File: src/rtl/mmcd_pkg.sv
// mmcd_pkg: shared constants for the min/max column decimator.
// Used by mmcd_front, mmcd_back and the top level; has no dependencies of its own.
package mmcd_pkg;

   localparam int COORD_WIDTH_DEF = 32;  // default coordinate width
   localparam int QUEUE_DEPTH_DEF = 4;   // points held between front and back
   localparam int COL_W           = 16;  // columns register width
   localparam int COUNT_W         = 32;  // point_count register width
   localparam int COLUMN_W        = 64;  // bucket column index width
   localparam int MAX_RESULTS     = 3;   // results one point can cause
   localparam int RCNT_W          = $clog2(MAX_RESULTS + 1);
   localparam int CSR_INDEX_W     = 2;

   // configuration register indexes
   localparam logic [CSR_INDEX_W-1:0] REG_PLOT_LEFT   = 2'd0;
   localparam logic [CSR_INDEX_W-1:0] REG_PLOT_RIGHT  = 2'd1;
   localparam logic [CSR_INDEX_W-1:0] REG_COLUMNS     = 2'd2;
   localparam logic [CSR_INDEX_W-1:0] REG_POINT_COUNT = 2'd3;

endpackage

File: src/rtl/mmcd_front.sv
// mmcd_front: accepts points, decides pass-through, computes the screen column
// with a shared bit-serial divider. Depends on mmcd_pkg.
module mmcd_front
   #(parameter int CW = mmcd_pkg::COORD_WIDTH_DEF)
   (input  logic                           clock,
    input  logic                           reset,
    input  logic                           req_valid,
    output logic                           req_ready,
    input  logic [CW-1:0]                  req_x,
    input  logic [CW-1:0]                  req_y,
    input  logic                           req_last,
    input  logic [CW-1:0]                  plot_left,
    input  logic [CW-1:0]                  plot_right,
    input  logic [mmcd_pkg::COL_W-1:0]     columns,
    input  logic [mmcd_pkg::COUNT_W-1:0]   point_count,
    output logic                           out_valid,
    input  logic                           out_ready,
    output logic [CW-1:0]                  out_x,
    output logic [CW-1:0]                  out_y,
    output logic                           out_last,
    output logic                           out_bypass,
    output logic [mmcd_pkg::COLUMN_W-1:0]  out_column);

   import mmcd_pkg::*;

   localparam int DW    = CW + COL_W;                // divider dividend width
   localparam int CNT_W = $clog2(DW);
   localparam int WIDE  = (CW + COL_W + 2 > 66) ? CW + COL_W + 2 : 66;

   localparam logic signed [WIDE-1:0] SAT_HI =
      {{(WIDE-COLUMN_W){1'b0}}, 1'b0, {(COLUMN_W-1){1'b1}}};
   localparam logic signed [WIDE-1:0] SAT_LO =
      {{(WIDE-COLUMN_W){1'b1}}, 1'b1, {(COLUMN_W-1){1'b0}}};

   typedef enum logic [2:0] {
      ST_IDLE, ST_PREP, ST_DIV_A, ST_FLOOR, ST_MUL, ST_DIV_B, ST_FIN, ST_PUSH
   } state_type;

   state_type               state_ff, state_in;
   logic [CW-1:0]           x_ff, x_in, y_ff, y_in;
   logic                    last_ff, last_in, bypass_ff, bypass_in, neg_ff, neg_in;
   logic [CW:0]             d_ff, d_in;
   logic [CW-1:0]           span_ff, span_in;
   logic [CW-1:0]           rem_ff, rem_in;
   logic [DW-1:0]           quo_ff, quo_in;
   logic [CNT_W-1:0]        cnt_ff, cnt_in;
   logic signed [CW:0]      q_ff, q_in;
   logic signed [WIDE-1:0]  prod_ff, prod_in;
   logic [COLUMN_W-1:0]     col_ff, col_in;

   logic                    bypass_now;
   logic [CW:0]             shl, diff, mag_d, qmag;
   logic                    ge;
   logic signed [WIDE-1:0]  q_wide, c_wide, frac_wide, sum_w;
   logic [DW-1:0]           r_dw, c_dw;
   logic                    sat_hi, sat_lo, fold;

   assign bypass_now = (columns == '0) ||
                       !($signed(plot_right) > $signed(plot_left)) ||
                       (point_count <= {{(COUNT_W-COL_W){1'b0}}, columns});

   // restoring divide step, one quotient bit a cycle
   assign shl  = {rem_ff, quo_ff[DW-1]};
   assign ge   = shl >= {1'b0, span_ff};
   assign diff = shl - {1'b0, span_ff};

   assign mag_d = d_ff[CW] ? (~d_ff + 1'b1) : d_ff;
   assign qmag  = {1'b0, quo_ff[CW-1:0]};

   assign q_wide    = WIDE'(q_ff);
   assign c_wide    = {{(WIDE-COL_W){1'b0}}, columns};
   assign r_dw      = {{COL_W{1'b0}}, rem_ff};
   assign c_dw      = {{CW{1'b0}}, columns};
   assign frac_wide = {{(WIDE-COL_W){1'b0}}, quo_ff[COL_W-1:0]};
   assign sum_w     = prod_ff + frac_wide;
   assign sat_hi    = (prod_ff > SAT_HI) || (sum_w > SAT_HI);
   assign sat_lo    = prod_ff < SAT_LO;
   // right edge folds into the last column
   assign fold      = (sum_w == c_wide) && (x_ff == plot_right);

   always_comb begin
      state_in  = state_ff;
      x_in      = x_ff;
      y_in      = y_ff;
      last_in   = last_ff;
      bypass_in = bypass_ff;
      neg_in    = neg_ff;
      d_in      = d_ff;
      span_in   = span_ff;
      rem_in    = rem_ff;
      quo_in    = quo_ff;
      cnt_in    = cnt_ff;
      q_in      = q_ff;
      prod_in   = prod_ff;
      col_in    = col_ff;
      case (state_ff)
         ST_IDLE: begin
            if (req_valid) begin
               x_in      = req_x;
               y_in      = req_y;
               last_in   = req_last;
               bypass_in = bypass_now;
               d_in      = {req_x[CW-1], req_x} - {plot_left[CW-1], plot_left};
               span_in   = plot_right - plot_left;
               state_in  = bypass_now ? ST_PUSH : ST_PREP;
            end
         end
         ST_PREP: begin
            quo_in   = {{COL_W{1'b0}}, mag_d[CW-1:0]};
            rem_in   = '0;
            cnt_in   = '0;
            neg_in   = d_ff[CW];
            state_in = ST_DIV_A;
         end
         ST_DIV_A, ST_DIV_B: begin
            rem_in = ge ? diff[CW-1:0] : shl[CW-1:0];
            quo_in = {quo_ff[DW-2:0], ge};
            cnt_in = cnt_ff + 1'b1;
            if (cnt_ff == CNT_W'(DW - 1)) begin
               state_in = (state_ff == ST_DIV_A) ? ST_FLOOR : ST_FIN;
            end
         end
         ST_FLOOR: begin
            // floor toward minus infinity for a negative offset
            if (neg_ff) begin
               if (rem_ff == '0) begin
                  q_in = ~qmag + 1'b1;
               end else begin
                  q_in   = ~qmag;
                  rem_in = span_ff - rem_ff;
               end
            end else begin
               q_in = qmag;
            end
            state_in = ST_MUL;
         end
         ST_MUL: begin
            prod_in  = q_wide * c_wide;
            quo_in   = r_dw * c_dw;
            rem_in   = '0;
            cnt_in   = '0;
            state_in = ST_DIV_B;
         end
         ST_FIN: begin
            if (sat_hi) begin
               col_in = SAT_HI[COLUMN_W-1:0];
            end else if (sat_lo) begin
               col_in = SAT_LO[COLUMN_W-1:0];
            end else if (fold) begin
               col_in = {{(COLUMN_W-COL_W){1'b0}}, columns - COL_W'(1)};
            end else begin
               col_in = sum_w[COLUMN_W-1:0];
            end
            state_in = ST_PUSH;
         end
         ST_PUSH: begin
            if (out_ready) begin
               state_in = ST_IDLE;
            end
         end
         default: begin
            state_in = ST_IDLE;
         end
      endcase
   end

   always_ff @(posedge clock) begin
      if (reset) begin
         state_ff <= ST_IDLE;
      end else begin
         state_ff <= state_in;
      end
      x_ff      <= x_in;
      y_ff      <= y_in;
      last_ff   <= last_in;
      bypass_ff <= bypass_in;
      neg_ff    <= neg_in;
      d_ff      <= d_in;
      span_ff   <= span_in;
      rem_ff    <= rem_in;
      quo_ff    <= quo_in;
      cnt_ff    <= cnt_in;
      q_ff      <= q_in;
      prod_ff   <= prod_in;
      col_ff    <= col_in;
   end

   assign req_ready  = state_ff == ST_IDLE;
   assign out_valid  = state_ff == ST_PUSH;
   assign out_x      = x_ff;
   assign out_y      = y_ff;
   assign out_last   = last_ff;
   assign out_bypass = bypass_ff;
   assign out_column = col_ff;

endmodule

File: config.mk
export PLATFORM = sky130hd
export DESIGN_NAME = mmcd_front
export DESIGN_NICKNAME = d
export VERILOG_FILES = /design/src/rtl/mmcd_pkg.sv /design/src/rtl/mmcd_front.sv
export SDC_FILE = /design/constraint.sdc
export NUM_CORES = 2
export LEC_CHECK = 0
export BUFFER_PORTS_ARGS = -buffer_cell sky130_fd_sc_hd__buf_2
export CAP_MARGIN = 20
export CORE_MARGIN = 2
export CORE_UTILIZATION = 42
export DETAILED_ROUTE_END_ITERATION = 8
export PLACE_DENSITY = 0.66
export SYNTH_ARGS = -nofsm -noshare
export SYNTH_HDL_FRONTEND = slang
export SYNTH_SLANG_ARGS = --single-unit
File: constraint.sdc
create_clock -name clock -period 6.38 [get_ports clock]
set_clock_uncertainty 0.15 [all_clocks]
set_input_delay 0 -clock clock [delete_from_list [all_inputs] [get_ports clock]]
set_output_delay 0 -clock clock [all_outputs]
set_load 0.01 [all_outputs]
==> summary.txt <==
Outcome
  • Status: finished, violations left
  • Violated checks: setup timing

Route
  • Final ANT Viol Nets: 0
  • DR WL/cell: 21.5 um
  • Via-to-Cell Ratio: 5.40
  • Final wirelength: 198000 um
  • Drt initial violations: 4009
  • Total number of vias: 49700
  • 1st-pass router iterations: 6
  • Post-route DRC: 0

Timing
  • Achievable frequency: 146 MHz
  • Final period utilization: 107%
  • Worst slew pin tran: 1.19 ns
  • Final Hold Viols: 0
  • Slew HR: 20.0%
  • Final setup TNS: -9.01 ns
  • Setup violations, final: 38
  • Final min period: 6.83 ns
  • Fin. max-slew vios: 0
  • Setup ws final: -0.446 ns
  • Unrepaired setup endpoints after global routing: yes

Finish
  • Multi-input logic area: 43300 sq um
  • Area growth syn-to-layout: 25.4%
  • Fin area: 72900 sq um
  • Layout filler cell count: 12400
  • FF+latch area: 11000 sq um
  • Fin nets: 8880
  • Layout cells sized above 1: 20.2%

Setup path
  • Slowest CP cell: fa_1
  • Startpoint types: flop
  • Critical Path Max Stage Delay: 0.58 ns
  • Crit-path cells: buf_6, and2_1, fa_1, inv_1, fa_1, fa_1, fa_1, fa_1, inv_1, fa_1, ha_4, a21o_1, a221oi_2, o211ai_1, buf_4, a311o_1, a311oi_2, buf_4, o21ai_1, or4_1, a31oi_1, xnor2_1
  • Kind of critical path: reg -> reg
  • Critical Path RT: 6.62 ns
  • CP most frequent cell: fa_1
  • CP Capture Type: flop
  • WP data arrival: 7.07 ns
  • CP max FO: 9

Synthesis
  • Area leader, netlist: fa_1
  • Post-Syn Instances: 6320
  • Net count after synthesis: 7829
  • Asr flop ratio synth: 0%
  • Synth Flop Type: edfxtp_1
  • Cell area after synthesis: 58100 sq um
  • Most common cell in the netlist: inv_1
  • Warnings, synthesis: 0
  • EDFF count, synth: 365
  • Yosys cell types: 90
  • Post-synthesis sequential area ratio: 19.0%
  • Dominant cells by area after synthesis: fa_1 32%, edfxtp_1 19%, ha_1 8.6%
  • Avg Synthesized Cell Area: 9.20 sq um
  • Share of the synthesized area in the top cell type: 31.9%
  • Number of synthesized register bits: 368
  • Most frequent cells after synthesis: 1164 x inv_1, 926 x fa_1, 832 x nand2_1

GRT
  • First-pass GRT wire length: 303000 um
  • Initial antenna violation count: 11
  • Vias in the first global route: 52200
  • Largest net degree at the start of global routing: 78
  • GRT overflow: 0
  • GRT Total Usage: 28.0%

Floorplanning
  • Io pins: 313
  • Num rows: 136
  • Die H: 376 um
  • Initial Util: 42.3%
  • Die area: 141000 sq um
  • Die X: 376 um
  • Core area: 137000 sq um

Clocking
  • Num CTS Buffers: 47
  • CTS HTree Levels: 2
  • Clk Tree Root Cell: clkbuf_16
  • CTS sink count: 368
  • Reg clk slew, reported paths: 0.06 ns
  • Worst-skew pair later-pin latency: 0.65 ns
  • TritonCTS clock tree: yes
  • Max clock buf depth: 3

Placed design
  • GP Congestion: 0.951
  • DP Wirelength: 161000 um
  • Placed cell area: 66600 sq um
  • IO buf count: 312

Flow run
  • # Max-Cap Violations: 0

Min path
  • Worst min path class: in -> reg
worst max-delay path: cells and delay by family (launching register included):
kind / cells / cell delay (ns)
AOI/OAI and AO/OA: 7 / 1.44
and+or+nand+nor: 2 / 0.55
xor gates and xnor gates: 1 / 0.11
buffers and inverters: 5 / 0.68
DFF: 1 / 0.46
adders and majority gates: 7 / 3.17
timing repair:
item | 4_1_cts | 5_1_grt
endpoints found under the setup margin | 50 | 56
pin swaps | 156 | 133
endpoints found under the hold margin | 133 | 0
gates resized for setup | 210 | 215
hold buffers | 216 | 0
setup buffers | 71 | 53
gates cloned | 0 | 1
cell families (layout without fill, tap and decap cells):
family	after synthesis	count (layout)	share of synthesized area (%)
xor+xnor	352	352	5.44
flops	368	368	19.0
compound gates	910	910	10.3
buf+inv	1453	2540	9.45
other cells	0	6	0
fa+ha+maj	1328	1328	40.5
mux	23	23	0.426
simple gates	1886	1886	14.9
registers in the layout, summed over array words and instances (netlist names):
name,count
q_ff,33
state_ff,3
out_x,32
span_ff,32
prod_ff,50
out_y,32
out_bypass,1
out_column,64
neg_ff,1
rem_ff,32
d_ff,33
quo_ff,48
cnt_ff,6
out_last,1
through the flow:
step | worst slack [ns] | instances | hold slack, ns | util [%]
final | -0.446 | 9207 | 0.0742 | 53.0
after global routing | -0.644 | 9203 | 0.0664 | 53.0
after CTS | -0.433 | 9155 | 0.00442 | 52.2
after detailed placement | -0.743 | 8786 | 0.0281 | 48.4
after global placement | -0.654 | 8786 | 0.0258 | 48.4
after floorplan | -0.166 | 6320 | -0.0772 | -
layout make-up:
type                       instances  share of cell area [%]
clock inverter                    32                   0.532
timing repair buffer            1268                    14.0
inverter                        1187                    6.22
multi-input combinational       4499                    59.4
antenna                            6                  0.0206
clock buffer                      53                    1.70
tap                             1794                    3.08
sequential                       368                    15.1
worst paths after layout:
path | slack (ns) | cells after the start | endpoint | startpoint
min | 0.07 | 4 | span_ff[15]$_DFFE_PP_ | plot_left[15]
max reg2reg | -0.45 | 22 | prod_ff[64]$_DFFE_PP_ | q_ff[8]$_DFFE_PP_
max | -0.45 | 22 | prod_ff[64]$_DFFE_PP_ | q_ff[8]$_DFFE_PP_
min reg2reg | 0.37 | 2 | quo_ff[42]$_DFFE_PP_ | quo_ff[41]$_DFFE_PP_
placed cells by master (no fill, tap or decap), types with 59 or more instances in the layout:
master	synthesis	final
a21o_1	114	112
a21oi_1	224	193
and2_1	238	231
buf_2	14	312
buf_4	2	623
buf_6	2	63
dlygate4sd3_1	0	216
edfxtp_1	365	365
fa_1	926	883
ha_1	402	362
inv_1	1164	1107
inv_2	7	59
nand2_1	832	816
nand3_1	85	80
nor2_1	393	360
o21ai_0	179	139
xnor2_1	224	214
xor2_1	122	118
per-layer routing:
metal | track usage [%] | up-vias | routed length, um
met3 | 4.83 | 417 | 15600
li1 | - | 22400 | -
met5 | 0 | - | 69
met2 | 46.8 | 2043 | 92000
met1 | 36.2 | 24900 | 80500
met4 | 10.9 | 10 | 9300
Power is left out: the tool's default activity adds up to more than one toggle a clock period on the data nets, which glitch-free logic cannot reach.
