[src/rtl/mmcd_pkg.sv]
// mmcd_pkg: shared constants for the min/max column decimator.
// Used by mmcd_front, mmcd_back and the top level; has no dependencies of its own.
package mmcd_pkg;

   localparam int COORD_WIDTH_DEF = 32;  // default coordinate width
   localparam int QUEUE_DEPTH_DEF = 4;   // points held between front and back
   localparam int COL_W           = 16;  // columns register width
   localparam int COUNT_W         = 32;  // point_count register width
   localparam int COLUMN_W        = 64;  // bucket column index width
   localparam int MAX_RESULTS     = 3;   // results one point can cause
   localparam int RCNT_W          = $clog2(MAX_RESULTS + 1);
   localparam int CSR_INDEX_W     = 2;

   // configuration register indexes
   localparam logic [CSR_INDEX_W-1:0] REG_PLOT_LEFT   = 2'd0;
   localparam logic [CSR_INDEX_W-1:0] REG_PLOT_RIGHT  = 2'd1;
   localparam logic [CSR_INDEX_W-1:0] REG_COLUMNS     = 2'd2;
   localparam logic [CSR_INDEX_W-1:0] REG_POINT_COUNT = 2'd3;

endpackage

[src/rtl/mmcd_back.sv]
// mmcd_back: min/max bucket per column run and the result buffer that
// drives the result channel. Depends on mmcd_pkg.
module mmcd_back
   #(parameter int CW = mmcd_pkg::COORD_WIDTH_DEF)
   (input  logic                           clock,
    input  logic                           reset,
    input  logic                           in_valid,
    output logic                           in_ready,
    input  logic [CW-1:0]                  in_x,
    input  logic [CW-1:0]                  in_y,
    input  logic                           in_last,
    input  logic                           in_bypass,
    input  logic [mmcd_pkg::COLUMN_W-1:0]  in_column,
    output logic                           rsp_valid,
    input  logic                           rsp_ready,
    output logic [CW-1:0]                  rsp_x,
    output logic [CW-1:0]                  rsp_y,
    output logic                           rsp_last);

   import mmcd_pkg::*;

   // bucket state
   logic                open_ff, open_in;
   logic [COLUMN_W-1:0] column_ff, column_in;
   logic [CW-1:0]       low_x_ff, low_x_in, low_y_ff, low_y_in;
   logic [CW-1:0]       high_x_ff, high_x_in, high_y_ff, high_y_in;
   logic                low_first_ff, low_first_in, single_ff, single_in;

   // result buffer, slot 0 faces the channel
   logic [CW-1:0]       sx_ff [MAX_RESULTS];
   logic [CW-1:0]       sy_ff [MAX_RESULTS];
   logic                sl_ff [MAX_RESULTS];
   logic [CW-1:0]       sx_in [MAX_RESULTS];
   logic [CW-1:0]       sy_in [MAX_RESULTS];
   logic                sl_in [MAX_RESULTS];
   logic [RCNT_W-1:0]   cnt_ff, cnt_in;

   // results of the point at the queue head
   logic [CW-1:0]       lx [MAX_RESULTS];
   logic [CW-1:0]       ly [MAX_RESULTS];
   logic                ll [MAX_RESULTS];
   logic [RCNT_W-1:0]   k;
   logic                new_bucket, pop;

   assign in_ready = (cnt_ff == '0) || ((cnt_ff == RCNT_W'(1)) && rsp_ready);
   assign pop      = in_valid && in_ready;

   always_comb begin
      open_in      = open_ff;
      column_in    = column_ff;
      low_x_in     = low_x_ff;
      low_y_in     = low_y_ff;
      high_x_in    = high_x_ff;
      high_y_in    = high_y_ff;
      low_first_in = low_first_ff;
      single_in    = single_ff;
      for (int i = 0; i < MAX_RESULTS; i++) begin
         lx[i] = '0;
         ly[i] = '0;
         ll[i] = 1'b0;
      end
      k          = '0;
      new_bucket = !open_ff || (in_column != column_ff);

      if (in_bypass) begin
         lx[0] = in_x;
         ly[0] = in_y;
         ll[0] = in_last;
         k     = RCNT_W'(1);
         if (in_last) begin
            open_in = 1'b0;
         end
      end else begin
         // column changed: flush the old bucket first
         if (new_bucket && open_ff) begin
            if (single_ff) begin
               lx[k] = low_x_ff;  ly[k] = low_y_ff;  k = k + 1'b1;
            end else if (low_first_ff) begin
               lx[k] = low_x_ff;  ly[k] = low_y_ff;  k = k + 1'b1;
               lx[k] = high_x_ff; ly[k] = high_y_ff; k = k + 1'b1;
            end else begin
               lx[k] = high_x_ff; ly[k] = high_y_ff; k = k + 1'b1;
               lx[k] = low_x_ff;  ly[k] = low_y_ff;  k = k + 1'b1;
            end
         end
         if (new_bucket) begin
            column_in    = in_column;
            low_x_in     = in_x;
            low_y_in     = in_y;
            high_x_in    = in_x;
            high_y_in    = in_y;
            single_in    = 1'b1;
            low_first_in = 1'b0;
         end else if ($signed(in_y) < $signed(low_y_ff)) begin
            low_x_in     = in_x;
            low_y_in     = in_y;
            single_in    = 1'b0;
            low_first_in = 1'b0;
         end else if ($signed(in_y) > $signed(high_y_ff)) begin
            high_x_in    = in_x;
            high_y_in    = in_y;
            single_in    = 1'b0;
            low_first_in = 1'b1;
         end
         open_in = 1'b1;
         // end of series: flush the updated bucket, mark the final result
         if (in_last) begin
            if (single_in) begin
               lx[k] = low_x_in;  ly[k] = low_y_in;  k = k + 1'b1;
            end else if (low_first_in) begin
               lx[k] = low_x_in;  ly[k] = low_y_in;  k = k + 1'b1;
               lx[k] = high_x_in; ly[k] = high_y_in; k = k + 1'b1;
            end else begin
               lx[k] = high_x_in; ly[k] = high_y_in; k = k + 1'b1;
               lx[k] = low_x_in;  ly[k] = low_y_in;  k = k + 1'b1;
            end
            ll[k - 1'b1] = 1'b1;
            open_in      = 1'b0;
         end
      end
   end

   always_comb begin
      cnt_in = cnt_ff;
      for (int i = 0; i < MAX_RESULTS; i++) begin
         sx_in[i] = sx_ff[i];
         sy_in[i] = sy_ff[i];
         sl_in[i] = sl_ff[i];
      end
      if (pop) begin
         cnt_in = k;
         for (int i = 0; i < MAX_RESULTS; i++) begin
            sx_in[i] = lx[i];
            sy_in[i] = ly[i];
            sl_in[i] = ll[i];
         end
      end else if ((cnt_ff != '0) && rsp_ready) begin
         cnt_in = cnt_ff - 1'b1;
         for (int i = 0; i < MAX_RESULTS - 1; i++) begin
            sx_in[i] = sx_ff[i+1];
            sy_in[i] = sy_ff[i+1];
            sl_in[i] = sl_ff[i+1];
         end
      end
   end

   always_ff @(posedge clock) begin
      if (reset) begin
         cnt_ff  <= '0;
         open_ff <= 1'b0;
      end else begin
         cnt_ff <= cnt_in;
         if (pop) begin
            open_ff <= open_in;
         end
      end
      if (pop) begin
         column_ff    <= column_in;
         low_x_ff     <= low_x_in;
         low_y_ff     <= low_y_in;
         high_x_ff    <= high_x_in;
         high_y_ff    <= high_y_in;
         low_first_ff <= low_first_in;
         single_ff    <= single_in;
      end
      for (int i = 0; i < MAX_RESULTS; i++) begin
         sx_ff[i] <= sx_in[i];
         sy_ff[i] <= sy_in[i];
         sl_ff[i] <= sl_in[i];
      end
   end

   assign rsp_valid = cnt_ff != '0;
   assign rsp_x     = sx_ff[0];
   assign rsp_y     = sy_ff[0];
   assign rsp_last  = sl_ff[0];

   a_last_closes: assert property (@(posedge clock) disable iff (reset)
      pop && in_last |=> !open_ff)
      else $error("bucket still open after end of series");

   a_point_opens: assert property (@(posedge clock) disable iff (reset)
      pop && !in_bypass && !in_last |=> open_ff)
      else $error("binned point left no open bucket");

   a_must_emit: assert property (@(posedge clock) disable iff (reset)
      pop && (in_bypass || in_last) |=> cnt_ff != '0)
      else $error("pass-through or final point produced no result");

   a_last_is_final: assert property (@(posedge clock) disable iff (reset)
      (cnt_ff != '0) && sl_ff[0] |-> cnt_ff == RCNT_W'(1))
      else $error("series end flag on a result that is not the final one");

endmodule

[config.mk]
export PLATFORM = sky130hd
export DESIGN_NAME = mmcd_back
export DESIGN_NICKNAME = d
export VERILOG_FILES = /design/src/rtl/mmcd_pkg.sv /design/src/rtl/mmcd_back.sv
export SDC_FILE = /design/constraint.sdc
export NUM_CORES = 1
export LEC_CHECK = 0
export ABC_AREA = 1
export BUFFER_PORTS_ARGS = -buffer_cell sky130_fd_sc_hd__buf_4
export CELL_PAD_IN_SITES_DETAIL_PLACEMENT = 0
export CELL_PAD_IN_SITES_GLOBAL_PLACEMENT = 1
export CORE_MARGIN = 10
export CORE_UTILIZATION = 25
export CTS_BUF_LIST = sky130_fd_sc_hd__clkbuf_8
export CTS_CLUSTER_SIZE = 24
export DETAILED_ROUTE_END_ITERATION = 7
export PLACE_DENSITY_LB_ADDON = 0.1
export SLEW_MARGIN = 20
export SYNTH_ARGS = -nofsm -noshare
export SYNTH_HDL_FRONTEND = slang
export SYNTH_SLANG_ARGS = --single-unit
[constraint.sdc]
create_clock -name clock -period 34.1 [get_ports clock]
set_input_delay 0 -clock clock [delete_from_list [all_inputs] [get_ports clock]]
set_output_delay 0 -clock clock [all_outputs]
set_load 0.02 [all_outputs]
==> results.md, run 1 <==
* Die X at 343 um
* Slew HR at 27.0%
* Sequential power share at 41.6%
* Die Ht at 343 um
* Worst min path class: primary input to flop
* RSZ-0062 raised after global routing: no
* Crit Path Class: flop to flop
* Tmin final at 5.87 ns
* Power per Cell Area at 59.8 nW/um2
* Status: completed
* # IOs at 201
* DP Area at 28300 um2
* Syn Inst Count at 3434
* Post-Syn Nets at 3633
* Synth warn at 0
* PortBufs at 200
* Remaining design rule violation count at 0
* First drt pass iteration count at 5
* Average via count per standard cell at 4.82
* Vias in the first global route at 24900
* Crit-path max FO at 48
* Final ANT Viol Nets at 0
* WP data arrival at 6.31 ns
* Clock root buffer: clkbuf_8
* Detailed placement HPWL at 61.9 mm
* All-Layer GR Usage at 18.2%
* Tcrit/Tclk final at 17.2%
* DR top layer: met5
* Syn_area_per_cell at 7.58 um2
* P_sw at 0.726 mW
* Initial Util at 25.1%
* Crit-path max cell delay at 0.77 ns
* Synthesis-stage register bit count at 392
* Setup TNS Final at 0 ns
* VDD IR max at 0.0000419 V
* Pins Over Slew Limit at 0
* Routability Congestion at 0.773
* Logic gate share of total power at 33.3%
* Netlist cell types at 36
* PostCTS Resize Cnt at 0
* Worst-Skew Late Latency at 0.72 ns
* Final Skew at 0.0391 ns
* First-pass GRT wire length at 163 mm
* WL met1 at 49.9 mm
* Area growth syn-to-layout at 22.0%
* CP endpoint kind: flop
* Hold Violations, Final at 0
* Post-synth top flop: edfxtp_1
* Initial DRC count at 1938
* Nets at 3873
* Slew @ Worst Pin at 1.09 ns
* CP max-delay cell: buf_4
* Row count at 118
* Full die area at 117000 um2
* Post-synth EDFFs at 389
* Htree depth at 3
* Design area at 31800 um2
* Setup Viol. Count Final at 0
* Initial antenna violation count at 8
* Fmax at 0.170 GHz
* Most frequent cells in the layout: nand2_1, nor2_1, inv_1
* Final Non-Filler Cells at 5125
* Largest net degree at the start of global routing at 156
* Top cell by count, worst path: nand2_1
* Clock power frac at 25.1%
* Commonest non-fill, non-tap cell in the layout: nand2_1
* Reg clk slew, reported paths at 0.07 ns
* Async SR Flop Fraction at 0%
* Inst Count DP at 4774
* P_int at 1.17 mW
* Detailed Route WL at 110 mm
* Leakage at 13.9 nW
* Num CTS Buffers at 85
* Required time of the critical path at 34.54 ns
* CTS Buffer Depth at 3
* Met3 wire len at 6.65 mm
* CTS tree: yes
* Worst path cell trace: inv_1 -> ha_1 -> nand2_1 -> inv_1 -> nand3_1 -> a31oi_1 -> nor2_1 -> nand2_1 -> nand2_1 -> nand2_1 -> nand2_1 -> nand2_1 -> buf_4 -> nand2_4 -> nor2_4 -> buf_4 -> nor2_4 -> inv_2 -> buf_4 -> nor2_1 -> o21ai_0 -> a31oi_1
* Post-synthesis cell area at 26000 um2
* Net Sw Frac at 38.2%
* DR WL/cell at 21.4 um
* Startpoint types: flop
* Sequential cell area fraction in the yosys report at 45.1%
* Maxcap violations at 0
* Overflow after GRT at 0
* Vias at 24700
* Overall power at 1.90 mW
* Core Area at 103000 um2
* DR WL met2 at 51.1 mm
* Hold slack final at 0.0708 ns
* Layout cells sized above 1 at 9.79%
* Clk sinks at 392
-- layer usage --
metal	global-route usage [%]	vias to the layer above
met5	0	-
met4	4.76	2
met3	2.86	144
met2	30.2	785
li1	-	11800
met1	24.5	12000
-- final cells by class --
type,instances,area (um2)
Inverter,410,1550
Antenna cell,8,20.0
Clock buffer,86,1180
Sequential cell,392,11700
Timing Repair Buffer,434,3780
Fill cell,11100,71700
Tap cell,1380,1730
Clock inverter,64,293
Multi-Input combinational cell,2351,11500
-- power groups by stage --
stage / registers, mW / clock network, mW / logic [mW]
5_1_grt: 0.805 / 0.519 / 0.706
3_3_place_gp: 0.801 / 0 / 0.621
4_1_cts: 0.793 / 0.501 / 0.646
6_report: 0.791 / 0.476 / 0.633
2_1_floorplan: 0.802 / 0 / 0.431
3_5_place_dp: 0.800 / 0 / 0.623
-- final timing paths --
path | startpoint | end | slack, ns | cells after the start
setup / recovery | low_y_ff[15] | sx_ff[0][19] | 28.23 | 22
hold / removal | rsp_ready | sy_ff[0][28] | 0.07 | 4
setup reg to reg | low_y_ff[15] | sx_ff[0][19] | 28.23 | 22
hold reg to reg | sl_ff[0][2] | sl_ff[0][1] | 0.53 | 2
-- synthesized netlist by cell type, types with 2 or more instances --
library cell	number	share of area, %
inv_1	404	5.8
edfxtp_1	389	45
nand3b_1	9	0.26
and2_1	24	0.58
nor3_1	46	0.88
buf_2	46	0.88
o211ai_1	41	1.2
o21ai_1	36	0.69
xnor2_1	64	2.2
clkbuf_1	141	2.0
o21ai_0	232	4.5
inv_2	5	0.072
a21oi_1	204	3.9
a31oi_1	25	0.60
buf_4	70	2.0
buf_1	24	0.35
nand4_1	60	1.4
o21a_1	2	0.058
nor2_1	504	7.3
o31ai_1	47	1.4
ha_1	65	3.1
dfxtp_1	3	0.23
nand2_1	732	11
nand3_1	248	4.8
nand2_2	2	0.048
-- stage by stage --
stage	setup slack, ns	util, %
detailed placement	28.28	27.4
CTS	28.25	30.7
floorplan	23.20	-
finish	28.23	30.7
global route	27.81	30.7
global placement	28.30	27.4
-- critical path, delay by kind of cell, from the launching register on --
| family | cells | cell delay, ns |
|---|---|---|
| DFF | 1 | 0.42 |
| AOI/OAI and AO/OA | 3 | 0.59 |
| buffers and inverters | 6 | 2.63 |
| and+or+nand+nor | 12 | 1.55 |
| adders and majority gates | 1 | 0.30 |
-- flip-flops by register name, summed over array words and instances, names as in the netlist, 2 cells and up --
| name | flops |
|---|---|
| column_ff | 64 |
| sl_ff | 3 |
| sx_ff | 96 |
| cnt_ff | 2 |
| high_y_ff | 32 |
| low_x_ff | 32 |
| sy_ff | 96 |
| low_y_ff | 32 |
| high_x_ff | 32 |
-- cell families after synthesis --
| family | synth area share, % |
|---|---|
| and+or+nand+nor | 26.0 |
| buffers and inverters | 11.2 |
| AOI/OAI and AO/OA | 12.4 |
| DFF | 45.1 |
| adders and majority gates | 3.13 |
| xor gates and xnor gates | 2.15 |
-- what timing repair did --
| item | in CTS | in global routing |
|---|---|---|
| hold buffers | 193 | 0 |
| hold endpoints to repair | 383 | 0 |
| setup buffers | 0 | 0 |
Note: power is estimated with default switching activity, not from simulation.
==> inputs of run 2 (changes only) <==
Clock period 34.1 ns to 5 ns, I/O delays scaled along.
==> run 2 against run 1 <==
Final cell count about the same. Combinational power increased to 7.0 times the previous value. Via count shrank 0.29%. First-iteration DRC count decreased by 7.2%. Total power grew to 6.8 times the previous value. Register-to-register slack worse by 27 ns. Largest power group unchanged.
==> results.md, run 2 (synthesis results as in run 1) <==
* Status: completed
* All-Layer GR Usage at 18.5%
* Die X at 343 um
* CP endpoint kind: flop
* Initial Util at 25.1%
* DR WL/cell at 21.8 um
* Reg2Reg Setup Slack at 0.76 ns
* # IOs at 201
* Initial antenna violation count at 7
* Maxcap violations at 0
* RSZ-0062 raised after global routing: no
* Final Skew at 0.0408 ns
* Sequential power share at 41.3%
* Slew @ Worst Pin at 1.04 ns
* Crit-path max FO at 65
* Power per Cell Area at 406 nW/um2
* Fmax at 0.236 GHz
* Clk sinks at 392
* Required time of the critical path at 5.46 ns
* PortBufs at 200
* Logic gate share of total power at 34.0%
* Most frequent cells in the layout: nand2_1, nor2_1, inv_1
* Clock power frac at 24.7%
* First-pass GRT wire length at 164 mm
* Layout cells sized above 1 at 10.3%
* Num CTS Buffers at 83
* Clock root buffer: clkbuf_8
* Inst Count DP at 4794
* Filler cell count at 11100
* Hold slack final at 0.129 ns
* Crit Path Class: flop to flop
* Average via count per standard cell at 4.80
* Tmin final at 4.24 ns
* Worst-Skew Late Latency at 0.73 ns
* Row count at 118
* Leakage at 14.1 nW
* Worst min path class: primary input to flop
* WP data arrival at 4.70 ns
* Area growth syn-to-layout at 23.1%
* Setup TNS Final at 0 ns
* Pins Over Slew Limit at 0
* Largest net degree at the start of global routing at 134
* Largest regs: sx_ff: 96 flops, sy_ff: 96 flops, column_ff: 64 flops
* Routability Congestion at 0.780
* Vias in the first global route at 24800
* Tcrit/Tclk final at 84.8%
* Overflow after GRT at 0
* Die Ht at 343 um
* Slew HR at 31.0%
* Commonest non-fill, non-tap cell in the layout: nand2_1
* Core Area at 103000 um2
* Post-CTS setup buffers at 0
* P_sw at 4.99 mW
* First drt pass iteration count at 6
* VDD IR max at 0.000415 V
* CTS tree: yes
* Htree depth at 3
* Reg clk slew, reported paths at 0.06 ns
* Detailed placement HPWL at 64.4 mm
* CTS Buffer Depth at 3
* Startpoint types: flop
* Detailed Route WL at 112 mm
* Setup Viol. Count Final at 0
* Remaining design rule violation count at 0
* Full die area at 117000 um2
* Final ANT Viol Nets at 0
* Initial DRC count at 1798
* Hold Violations, Final at 0
* P_int at 8.01 mW
* Vias at 24600
* Nets at 3894
* Final Non-Filler Cells at 5129
* Net Sw Frac at 38.4%
## run 2: cell types whose count changed in the layout (fill, tap and decap cells not counted), moves of 2 or more
cell / previous run / this run
dlygate4sd3_1: 193 / 196
nand2_4: 5 / 7
inv_2: 8 / 5
buf_4: 238 / 245
inv_1: 432 / 423
clkbuf_8: 86 / 84
nand2_2: 4 / 2
clkinv_2: 3 / 9
clkinv_1: 23 / 17
clkinvlp_4: 5 / 3
inv_6: 1 / 3
buf_12: 3 / 16
diode_2: 8 / 3
## run 2: final timing paths
path                              startpoint           end  cells after the start
worst max-delay path            low_y_ff[13]  sy_ff[0][57]                     20
worst min-delay path               in_bypass  sx_ff[0][63]                      5
worst max register to register  low_y_ff[13]  sy_ff[0][57]                     20
worst min register to register   sl_ff[0][1]   sl_ff[0][0]                      2
## run 2: cell type report
class                      instances  area (um2)  area share (%)
multi-input combinational       2351       11500            35.8
timing repair buffer             457        4120            12.9
tap                             1380        1730            5.39
antenna                            3        7.51          0.0234
inverter                         410        1550            4.85
sequential                       392       11700            36.7
clock buffer                      84        1160            3.61
clock inverter                    52         251           0.785
## run 2: worst max-delay path, stage by stage (launching register included)
cell and delay, ns:
edfxtp_1 0.38, inv_1 0.07, ha_1 0.38, a21oi_1 0.39, o21ai_0 0.16, nor2_1 0.12
nand2_1 0.07, nand2_1 0.10, nand2_1 0.08, nand2_1 0.07, nand2_1 0.26, nand2_4 0.42
nor2_4 0.09, nor2_4 0.16, buf_12 0.35, buf_4 0.38, nand3_1 0.12, nand2_1 0.09
nand2_1 0.05, a21oi_1 0.15, nor2_1 0.06
## run 2: power groups by stage
stage	sequential, mW	clock (mW)	combinational, mW
3_3_place_gp	5.45	0	4.34
5_1_grt	5.47	3.49	4.91
6_report	5.37	3.21	4.42
4_1_cts	5.39	3.37	4.50
3_5_place_dp	5.44	0	4.35
2_1_floorplan	5.32	0	2.95
## run 2: per-stage QoR
step	utilization, %	setup slack (ns)	cell area [um2]	total power [mW]
floorplan	-	0.217	26000	8.27
global placement	27.7	0.801	28700	9.79
detailed placement	27.7	0.790	28700	9.79
CTS	30.9	0.758	32000	13.3
global route	30.9	0.327	32000	13.9
finish	30.9	0.759	32000	13.0
## run 2: timing repair
| item | in CTS | in global routing |
|---|---|---|
| endpoints found under the setup margin | 0 | 0 |
| hold endpoints to repair | 383 | 0 |
| gates resized for setup | 0 | 0 |
| hold buffers | 196 | 0 |
## run 2: layer usage
metal  part of all wire, %  up-vias  global-route usage (%)
met5                 0.036        -                       0
met4                   2.0        6                    4.91
met3                   6.4      137                    3.40
met2                    46      811                    30.4
met1                    45    11800                    24.7
li1                      -    11800                       -
