`config.mk`:
```
export PLATFORM = sky130hd
export DESIGN_NAME = mmcd_queue
export DESIGN_NICKNAME = d
export VERILOG_FILES = /design/src/rtl/mmcd_queue.sv
export SDC_FILE = /design/constraint.sdc
export NUM_CORES = 1
export LEC_CHECK = 0
export BUFFER_PORTS_ARGS = -buffer_cell sky130_fd_sc_hd__buf_2
export CAP_MARGIN = 10
export CORE_MARGIN = 2
export CORE_UTILIZATION = 50
export CTS_CLUSTER_SIZE = 28
export DETAILED_ROUTE_END_ITERATION = 8
export PLACE_DENSITY = 0.71
export SETUP_SLACK_MARGIN = 0.3
export SKIP_CTS_REPAIR_TIMING = 1
export SYNTH_ARGS = -nofsm -noshare
export SYNTH_HDL_FRONTEND = slang
export SYNTH_SLANG_ARGS = --single-unit
```
`constraint.sdc`:
```
create_clock -name clock -period 2.6 [get_ports clock]
set_clock_uncertainty 0.15 [all_clocks]
set_input_delay 0.65 -clock clock [delete_from_list [all_inputs] [get_ports clock]]
set_output_delay 0.65 -clock clock [all_outputs]
set_load 0.05 [all_outputs]
```
`src/rtl/mmcd_queue.sv`:
```
// mmcd_queue: small register FIFO between the column front end and the
// bucket back end. Depends on nothing but its parameters.
module mmcd_queue
   #(parameter int WIDTH = 8,
     parameter int DEPTH = 4)
   (input  logic             clock,
    input  logic             reset,
    input  logic             in_valid,
    output logic             in_ready,
    input  logic [WIDTH-1:0] in_data,
    output logic             out_valid,
    input  logic             out_ready,
    output logic [WIDTH-1:0] out_data);

   localparam int PTR_W = (DEPTH > 1) ? $clog2(DEPTH) : 1;
   localparam int CNT_W = $clog2(DEPTH + 1);

   logic [WIDTH-1:0] slot_ff [DEPTH];
   logic [PTR_W-1:0] wr_ff, wr_in, rd_ff, rd_in;
   logic [CNT_W-1:0] cnt_ff, cnt_in;
   logic             push, pop;

   assign in_ready  = cnt_ff != CNT_W'(DEPTH);
   assign out_valid = cnt_ff != '0;
   assign out_data  = slot_ff[rd_ff];
   assign push      = in_valid && in_ready;
   assign pop       = out_valid && out_ready;

   always_comb begin
      wr_in  = wr_ff;
      rd_in  = rd_ff;
      cnt_in = cnt_ff;
      if (push) begin
         wr_in = (wr_ff == PTR_W'(DEPTH - 1)) ? '0 : wr_ff + 1'b1;
      end
      if (pop) begin
         rd_in = (rd_ff == PTR_W'(DEPTH - 1)) ? '0 : rd_ff + 1'b1;
      end
      if (push && !pop) begin
         cnt_in = cnt_ff + 1'b1;
      end else if (pop && !push) begin
         cnt_in = cnt_ff - 1'b1;
      end
   end

   always_ff @(posedge clock) begin
      if (reset) begin
         wr_ff  <= '0;
         rd_ff  <= '0;
         cnt_ff <= '0;
      end else begin
         wr_ff  <= wr_in;
         rd_ff  <= rd_in;
         cnt_ff <= cnt_in;
      end
      if (push) begin
         slot_ff[wr_ff] <= in_data;
      end
   end

endmodule

```
==> reports/metrics.json, run 1 <==
{
  "sta": {
    "worst_max_slew_margin_expressed_relative_to_the_limit": 0.840,
    "report.final.setup_viol": 0,
    "post-route-period-util": 0.896,
    "post-route-min-period_ns": 2.33,
    "worstMarginPinSlew_ns": 0.239,
    "report.final.hold_viol_count": 0,
    "fin_hold_ws_ns": 0.343,
    "max_freq_mhz": 429,
    "fin_setup_tns_ns": 0,
    "setup_repair_after_global_routing_missed_its_margin": "yes",
    "final-max-slew-violation-count": 0
  },
  "worst_setup_path": {
    "cpLargestDelayFamily": "multiplexers",
    "r2r-start": "cnt_ff[1]",
    "cp_num_buf_inv": 2,
    "ff2ff_path_depth": 8,
    "critical_path.reg2reg.endpoint": "cnt_ff[2]",
    "critPathKind": "flop to output pin",
    "critPathMaxFanout": 7,
    "register_to_register_path_setup_slack_ns": 0.38,
    "critical_path_required_ns": 1.80,
    "critical_path_s_slowest_cell": "mux4_2",
    "cp_slowest_stage_delay_ns": 0.51,
    "start_kind": "flop",
    "endpoint_kind": "output pin",
    "critical_path_arrival_ns": 1.53,
    "timing.critical_path.cells": "buf_8, mux4_2, buf_6"
  },
  "detailed_routing": {
    "drtIter0Drc": 13,
    "route.detailed.drc": 0,
    "detail_route.vias_per_cell": 5.14,
    "drt-wirelength-per-cell_um": 15.3,
    "drt.antenna.violating_nets": 0,
    "routed_wirelength_um": 2480,
    "detailedRoute.firstPassIterationCount": 4,
    "vias": 832
  },
  "clock_network": {
    "clk_transition_reported_paths_ns": 0.10,
    "cts_sinks": 41,
    "clock-root-buffer": "clkbuf_4",
    "clkLatencyLatePin_ns": 0.34,
    "cts_tree": "yes",
    "cts_max_level": 2,
    "number_of_buffers_on_the_longest_clock_path": 2,
    "numCtsBuffers": 5
  },
  "global_routing": {
    "overflow_after_grt": 0,
    "first_pass_grt_wire_length_um": 3890,
    "first_global_vias": 822,
    "maximum_number_of_pins_on_one_net_before_global_route_repair": 12,
    "grt_antenna_before_repair": 0,
    "grt_util_all_layers": 0.153
  },
  "cells_and_area": {
    "area.growth.synth_to_final_pct": 18.8,
    "layout.filler_cells": 245,
    "final_cells": 162,
    "postLayoutCoreUtil": 0.631,
    "final_layout_size_suffix_gt1_frac": 0.458,
    "antenna_cells_inserted": 0,
    "finish.net_count": 136
  },
  "floorplanning": {
    "die_height_um": 61.2,
    "core.rowCount": 20,
    "core-area_um2": 3080,
    "die_area_um2": 3740,
    "floorplan.io_pins": 22,
    "initial_standard_cell_utilization_of_the_core": 0.531,
    "die_w_um": 61.2
  },
  "synthesis": {
    "synth_seq_cells": 41,
    "netlist_instances": 90,
    "synthDistinctLibCells": 26,
    "synthFlopType": "edfxtp_1",
    "synth_area_leaders": "edfxtp_1 (59%), dfxtp_1 (11%), mux4_2 (11%), ha_1 (4.6%), mux2i_1 (1.8%)",
    "netlist_area_before_placement_um2": 1630,
    "synth_largest_type_area_fraction": 0.588,
    "post-synth-top-area-cell": "edfxtp_1",
    "synth_fp_nets": 109,
    "synth-async-reset-ratio": 0,
    "yosys-top-cells-count": "edfxtp_1 (32), dfxtp_1 (9), mux4_2 (8)",
    "ys_seq_area_frac": 0.698,
    "yosys_warnings": 0,
    "synth_enable_flop_cells": 32,
    "syn_avg_cell_area_um2": 18.2,
    "top_count_cell_post_synth": "edfxtp_1"
  },
  "placed_design": {
    "numPlacedInstances": 152,
    "hpwlAfterDp_um": 1690,
    "place.gp.congestion": 0.645,
    "placement.io_buffers": 21
  },
  "outcome": {
    "result_of_the_run": "finished, final reports clean"
  },
  "pwr": {
    "fin_total_pwr_uw": 1990,
    "ir_worst_vdd_uv": 568,
    "power.leakage_uw": 0.000706,
    "pwr_density_cell_nw_per_um2": 1020
  },
  "min_path": {
    "hold_start": "rd_ff[0]",
    "min-delay-path-class": "flop to flop",
    "timing.hold.worst_path_depth": 2
  },
  "flow_run": {
    "max_cap_violations": 0
  }
}
logic make-up after synthesis:
logic type / Yosys count / share of synthesized area
DFF: 41 / 0.698
xor gates and xnor gates: 2 / 0.0107
AOI/OAI and AO/OA: 5 / 0.0214
adders and majority gates: 7 / 0.0582
buffers and inverters: 7 / 0.0176
and+or+nand+nor: 17 / 0.0651
muxes: 11 / 0.129
through the flow:
stage | cell area [um^2] | setup WS, ns
2_1_floorplan | 1670 | 0.336
3_3_place_gp | 1810 | 0.219
3_5_place_dp | 1810 | 0.151
4_1_cts | 1860 | 0.122
5_1_grt | 1940 | 0.190
6_report | 1940 | 0.271
flip-flops by register name (all words and copies together) (netlist names), named ones only:
name / flops
cnt_ff: 3
rd_ff: 2
wr_ff: 2
slot_ff: 32
cell usage in the layout (no fill, tap or decap), types with 4 or more instances in the layout:
cell      synthesis  layout
edfxtp_1         32      32
buf_2             1      14
and3_2            4       4
buf_6             0       7
dfxtp_1           9       4
clkbuf_4          0       5
ha_1              6       5
mux4_2            8       8
metal layers:
layer	GRT usage	up-vias	wire length, um
li1	-	399	-
met1	0.177	410	1080
met2	0.251	18	1230
met3	0.0651	5	125
met4	0.0652	0	42
met5	0	-	0
where the power goes:
part	switching, uW	internal (uW)
logic	458	344
registers	77.2	818
clock network	183	108
how the worst max path moves through the flow:
stage	to	depth (start not counted)	start
3_3_place_gp	cnt_ff[2]	8	out_ready
6_report	out_data[2]	3	flop
3_5_place_dp	cnt_ff[2]	8	out_ready
2_1_floorplan	cnt_ff[2]	9	cnt_ff[2]
5_1_grt	out_data[3]	3	flop
4_1_cts	out_data[2]	3	flop
final cells by class:
cell class,count,area (um^2),share of cell area
repair buffers,24,179,0.0921
flip-flops and latches,41,1150,0.593
multi-input cells,42,495,0.255
inverters,3,11.3,0.00580
well taps,44,55.1,0.0284
clock buffers,8,48.8,0.0251
worst register-to-register path, delay by kind of cell, from the launching register on:
kind / cells / cell delay, ns
compound gates: 1 / 0.13
xor+xnor: 1 / 0.07
fa+ha+maj: 2 / 0.34
buf+inv: 1 / 0.06
flops: 1 / 0.37
simple gates: 3 / 1.03
Power figures use the tool's default switching activity.
==> run 2, diff against run 1 <==
--- a/config.mk
+++ b/config.mk
@@ -7,11 +7,13 @@
 export LEC_CHECK = 0
 export BUFFER_PORTS_ARGS = -buffer_cell sky130_fd_sc_hd__buf_2
 export CAP_MARGIN = 10
+export CELL_PAD_IN_SITES_DETAIL_PLACEMENT = 2
+export CELL_PAD_IN_SITES_GLOBAL_PLACEMENT = 2
 export CORE_MARGIN = 2
-export CORE_UTILIZATION = 50
+export CORE_UTILIZATION = 41
 export CTS_CLUSTER_SIZE = 28
 export DETAILED_ROUTE_END_ITERATION = 8
-export PLACE_DENSITY = 0.71
+export PLACE_DENSITY_LB_ADDON = 0.1
 export SETUP_SLACK_MARGIN = 0.3
 export SKIP_CTS_REPAIR_TIMING = 1
 export SYNTH_ARGS = -nofsm -noshare
==> reports/metrics.json, run 2 (same netlist as run 1, synthesis figures left out) <==
{
  "detailed_routing": {
    "drt-wirelength-per-cell_um": 20.1,
    "detail_route.vias_per_cell": 5.21,
    "routed_wirelength_um": 3330,
    "route.detailed.drc": 0,
    "detailedRoute.firstPassIterationCount": 4,
    "drtIter0Drc": 57,
    "vias": 865,
    "drt.antenna.violating_nets": 0
  },
  "clock_network": {
    "cts_tree": "yes",
    "numCtsBuffers": 5,
    "cts_sinks": 41,
    "number_of_buffers_on_the_longest_clock_path": 2,
    "cts_max_level": 2,
    "clkLatencyLatePin_ns": 0.29,
    "clock-root-buffer": "clkbuf_8",
    "clk_transition_reported_paths_ns": 0.07
  },
  "global_routing": {
    "grt_util_all_layers": 0.173,
    "maximum_number_of_pins_on_one_net_before_global_route_repair": 13,
    "grt_antenna_before_repair": 0,
    "first_global_vias": 945,
    "overflow_after_grt": 0,
    "first_pass_grt_wire_length_um": 5260
  },
  "sta": {
    "finalWorstSetupSlack_ns": 0.315,
    "max_freq_mhz": 438,
    "post-route-period-util": 0.879,
    "report.final.hold_viol_count": 0,
    "worst_max_slew_margin_expressed_relative_to_the_limit": 0.728,
    "setup_repair_after_global_routing_missed_its_margin": "yes",
    "fin_setup_tns_ns": 0,
    "final-max-slew-violation-count": 0,
    "report.final.setup_viol": 0,
    "post-route-min-period_ns": 2.28,
    "worstMarginPinSlew_ns": 0.407
  },
  "worst_setup_path": {
    "timing.critical_path.cells": "buf_12, mux4_2, buf_8",
    "r2r-start": "cnt_ff[2]",
    "endpoint_kind": "output pin",
    "cp_slowest_stage_delay_ns": 0.53,
    "critical_path.reg2reg.endpoint": "cnt_ff[2]",
    "critical_path_s_slowest_cell": "mux4_2",
    "cp_num_buf_inv": 2,
    "critical_path_arrival_ns": 1.48,
    "critical_path_required_ns": 1.80,
    "ff2ff_path_depth": 8,
    "critPathMaxFanout": 8,
    "cpLargestDelayFamily": "multiplexers",
    "critPathKind": "flop to output pin",
    "start_kind": "flop",
    "register_to_register_path_setup_slack_ns": 0.40
  },
  "pwr": {
    "seqPwrFrac": 0.416,
    "p_switching_uw": 791,
    "power_switching_share": 0.365,
    "power_report.internal_total_uw": 1380,
    "pwr_density_cell_nw_per_um2": 1080,
    "ir_worst_vdd_uv": 668,
    "power.leakage_uw": 0.000728,
    "comb_power_share": 0.404,
    "clockPowerShare": 0.180
  },
  "cells_and_area": {
    "area.growth.synth_to_final_pct": 22.3,
    "largest_reg_flops": 32,
    "final_layout_size_suffix_gt1_frac": 0.458,
    "regMostFlops": "slot_ff",
    "post-route-cell-area_um2": 2000,
    "final_common_cell": "edfxtp_1",
    "finish.net_count": 136,
    "antenna_cells_inserted": 0,
    "reg_top3": "slot_ff x32, cnt_ff x3",
    "mostFrequentLayoutCells": "edfxtp_1 (32), buf_2 (13), mux4_2 (8)",
    "layout.filler_cells": 346
  },
  "floorplanning": {
    "die_height_um": 67.1,
    "core.rowCount": 22,
    "die_area_um2": 4510,
    "die_w_um": 67.1,
    "core-area_um2": 3740,
    "floorplan.io_pins": 22,
    "initial_standard_cell_utilization_of_the_core": 0.436
  },
  "min_path": {
    "timing.hold.worst_path_depth": 2,
    "hold_start": "wr_ff[1]",
    "min_delay_worst_endpoint": "wr_ff[1]",
    "min-delay-path-class": "flop to flop"
  },
  "placed_design": {
    "placed_cell_area_um2": 1810,
    "place.gp.congestion": 0.708,
    "detailedPlace.worstSlack_ns": 0.108,
    "placement.io_buffers": 21,
    "hpwlAfterDp_um": 2430
  },
  "outcome": {
    "result_of_the_run": "finished, final reports clean"
  },
  "flow_run": {
    "max_cap_violations": 0
  }
}
run 2: changes by cell type in the layout (fill, tap and decap cells not counted), moves of 2 or more:
cell      delta
clkbuf_1     -3
clkbuf_4     -5
clkinv_1     +2
clkbuf_8     +5
run 2: worst max-delay path by stage:
stage,start,to,slack (ns),cells past startpoint
after floorplan,cnt_ff[2],cnt_ff[2],0.34,9
after global placement,out_ready,cnt_ff[2],0.22,8
after detailed placement,out_ready,cnt_ff[2],0.11,8
after CTS,cnt_ff[1],cnt_ff[2],0.17,7
after global routing,flop,out_data[5],0.26,3
final,flop,out_data[5],0.32,3
run 2: routing by layer:
layer,global-route usage,share of wire,vias to the layer above
met4,0.0612,0.016,0
met3,0.0550,0.043,6
li1,-,-,397
met2,0.298,0.53,21
met5,0,0,-
met1,0.203,0.41,441
run 2: through the flow:
step                 util  hold slack, ns  instances  power, uW
global route        0.534           0.415        166       2290
detailed placement  0.484           0.369        156       1640
floorplan               -           0.313         90       1470
CTS                 0.506           0.382        164       2040
finish              0.534           0.371        166       2170
global placement    0.484           0.344        156       1610
run 2: tightest hold or removal path: cells and delay by family (launching register included):
family	cells	cell delay [ns]
mux	1	0.05
simple gates	1	0.08
flops	1	0.35
run 2: power by group through the flow:
stage | clock network, uW | logic (uW) | registers, uW
5_1_grt | 429 | 942 | 916
3_3_place_gp | 0 | 717 | 892
6_report | 390 | 875 | 902
3_5_place_dp | 0 | 742 | 901
4_1_cts | 400 | 750 | 888
2_1_floorplan | 0 | 601 | 868
run 2: layout make-up:
class                      instances  area, um^2  area share
clock buffer                       5        68.8      0.0344
clock inverter                     3        12.5     0.00626
inverter                           3        11.3     0.00564
multi-input combinational         42         500       0.250
sequential                        41        1150       0.576
tap                               48        60.1      0.0301
timing repair buffer              24         194      0.0971
==> run 3, diff against run 2 <==
--- a/config.mk
+++ b/config.mk
@@ -5,7 +5,7 @@
 export SDC_FILE = /design/constraint.sdc
 export NUM_CORES = 1
 export LEC_CHECK = 0
-export BUFFER_PORTS_ARGS = -buffer_cell sky130_fd_sc_hd__buf_2
+export BUFFER_PORTS_ARGS = -buffer_cell sky130_fd_sc_hd__clkbuf_2
 export CAP_MARGIN = 10
 export CELL_PAD_IN_SITES_DETAIL_PLACEMENT = 2
 export CELL_PAD_IN_SITES_GLOBAL_PLACEMENT = 2
==> reports/metrics.json, run 3 (same netlist as run 1, synthesis figures left out) <==
{
  "outcome": {
    "result_of_the_run": "finished, final reports clean"
  },
  "detailed_routing": {
    "route.detailed.drc": 0,
    "vias": 865,
    "routed_wirelength_um": 3310,
    "drt-wirelength-per-cell_um": 20.0,
    "detail_route.vias_per_cell": 5.24,
    "detailedRoute.firstPassIterationCount": 2,
    "drtIter0Drc": 27,
    "drt.antenna.violating_nets": 0
  },
  "pwr": {
    "clockPowerShare": 0.219,
    "fin_total_pwr_uw": 2240,
    "p_switching_uw": 779,
    "comb_power_share": 0.379,
    "seqPwrFrac": 0.402,
    "power_report.internal_total_uw": 1460,
    "pwr_density_cell_nw_per_um2": 1110,
    "power_switching_share": 0.347,
    "ir_worst_vdd_uv": 694,
    "power.leakage_uw": 0.000735
  },
  "worst_setup_path": {
    "critPathKind": "flop to output pin",
    "critical_path_s_slowest_cell": "mux4_2",
    "register_to_register_path_setup_slack_ns": 0.37,
    "cp_num_buf_inv": 2,
    "timing.critical_path.cells": "buf_12, mux4_2, buf_6",
    "critical_path_required_ns": 1.80,
    "ff2ff_path_depth": 8,
    "cp_slowest_stage_delay_ns": 0.52,
    "cpLargestDelayFamily": "multiplexers",
    "endpoint_kind": "output pin",
    "r2r-start": "cnt_ff[2]",
    "critical_path.reg2reg.endpoint": "cnt_ff[2]",
    "critical_path_arrival_ns": 1.47,
    "critPathMaxFanout": 8,
    "start_kind": "flop"
  },
  "cells_and_area": {
    "layout.filler_cells": 328,
    "area.growth.synth_to_final_pct": 23.3,
    "final_cells": 165,
    "final_common_cell": "edfxtp_1",
    "regMostFlops": "slot_ff",
    "final_layout_size_suffix_gt1_frac": 0.462,
    "reg_top3": "slot_ff x32, cnt_ff x3",
    "largest_reg_flops": 32,
    "antenna_cells_inserted": 0,
    "mostFrequentLayoutCells": "edfxtp_1 (32), clkbuf_2 (13), mux4_2 (8)",
    "finish.net_count": 135,
    "post-route-cell-area_um2": 2010
  },
  "placed_design": {
    "numPlacedInstances": 156,
    "place.gp.congestion": 0.657,
    "placed_cell_area_um2": 1810,
    "placement.io_buffers": 21,
    "hpwlAfterDp_um": 2280
  },
  "global_routing": {
    "overflow_after_grt": 0,
    "grt_antenna_before_repair": 0,
    "maximum_number_of_pins_on_one_net_before_global_route_repair": 13,
    "first_pass_grt_wire_length_um": 5080,
    "first_global_vias": 977,
    "grt_util_all_layers": 0.170
  },
  "sta": {
    "post-route-period-util": 0.874,
    "post-route-min-period_ns": 2.27,
    "setup_repair_after_global_routing_missed_its_margin": "yes",
    "worst_max_slew_margin_expressed_relative_to_the_limit": 0.739,
    "final-max-slew-violation-count": 0,
    "worstMarginPinSlew_ns": 0.391,
    "report.final.setup_viol": 0,
    "report.final.hold_viol_count": 0,
    "max_freq_mhz": 440,
    "fin_setup_tns_ns": 0
  },
  "floorplanning": {
    "floorplan.io_pins": 22,
    "die_area_um2": 4510,
    "die_height_um": 67.1,
    "die_w_um": 67.1,
    "core-area_um2": 3740,
    "core.rowCount": 22,
    "initial_standard_cell_utilization_of_the_core": 0.436
  },
  "min_path": {
    "min-delay-path-class": "flop to flop",
    "timing.hold.worst_path_depth": 2,
    "min_delay_worst_endpoint": "wr_ff[1]",
    "hold_start": "wr_ff[1]"
  },
  "clock_network": {
    "clk_transition_reported_paths_ns": 0.08,
    "cts_max_level": 2,
    "numCtsBuffers": 5,
    "cts_sinks": 41,
    "clkLatencyLatePin_ns": 0.29,
    "cts_tree": "yes",
    "clock-root-buffer": "clkbuf_8",
    "number_of_buffers_on_the_longest_clock_path": 2
  },
  "flow_run": {
    "max_cap_violations": 0
  }
}
run 3: cell types whose count changed in the layout (fill, tap and decap cells not counted), sizes merged:
cell and delta:
bufinv +1, clkinv -2, clkbuf +14, buf -14
run 3: power groups by stage:
stage,sequential [uW],combinational (uW),clock (uW)
global placement,892,717,0
global route,914,915,529
CTS,888,739,513
detailed placement,898,731,0
finish,901,850,492
floorplan,868,601,0
run 3: worst max path at each step:
stage	startpoint	to	cells after the start
after floorplan	cnt_ff[2]	cnt_ff[2]	9
after global placement	in_valid	cnt_ff[2]	8
after detailed placement	in_valid	cnt_ff[2]	8
after CTS	flop	out_data[5]	3
after global routing	flop	out_data[5]	3
final	flop	out_data[5]	3
run 3: tightest hold or removal path, cell delays in order (launching register included):
cell      delay, ns
dfxtp_1        0.35
nand2b_1       0.08
mux2i_1        0.06
run 3: area by class of cell:
cell class,instances,area (um^2),area share
flip-flops and latches,41,1150,0.571
multi-input cells,42,499,0.248
repair buffers,23,186,0.0925
clock buffers,6,72.6,0.0360
well taps,48,60.1,0.0298
clock inverters,2,33.8,0.0168
inverters,3,11.3,0.00559
run 3: metrics by stage:
step	util	hold slack, ns	setup slack [ns]
after floorplan	-	0.313	0.336
after global placement	0.484	0.343	0.215
after detailed placement	0.484	0.365	0.107
after CTS	0.512	0.387	0.141
after global routing	0.538	0.421	0.270
final	0.538	0.379	0.327
run 3: layer usage:
| layer | vias up | GRT usage | share of wire |
|---|---|---|---|
| li1 | 395 | - | - |
| met1 | 449 | 0.184 | 0.39 |
| met2 | 16 | 0.307 | 0.56 |
| met3 | 5 | 0.0433 | 0.033 |
| met4 | 0 | 0.0842 | 0.0088 |
| met5 | - | 0 | 0 |
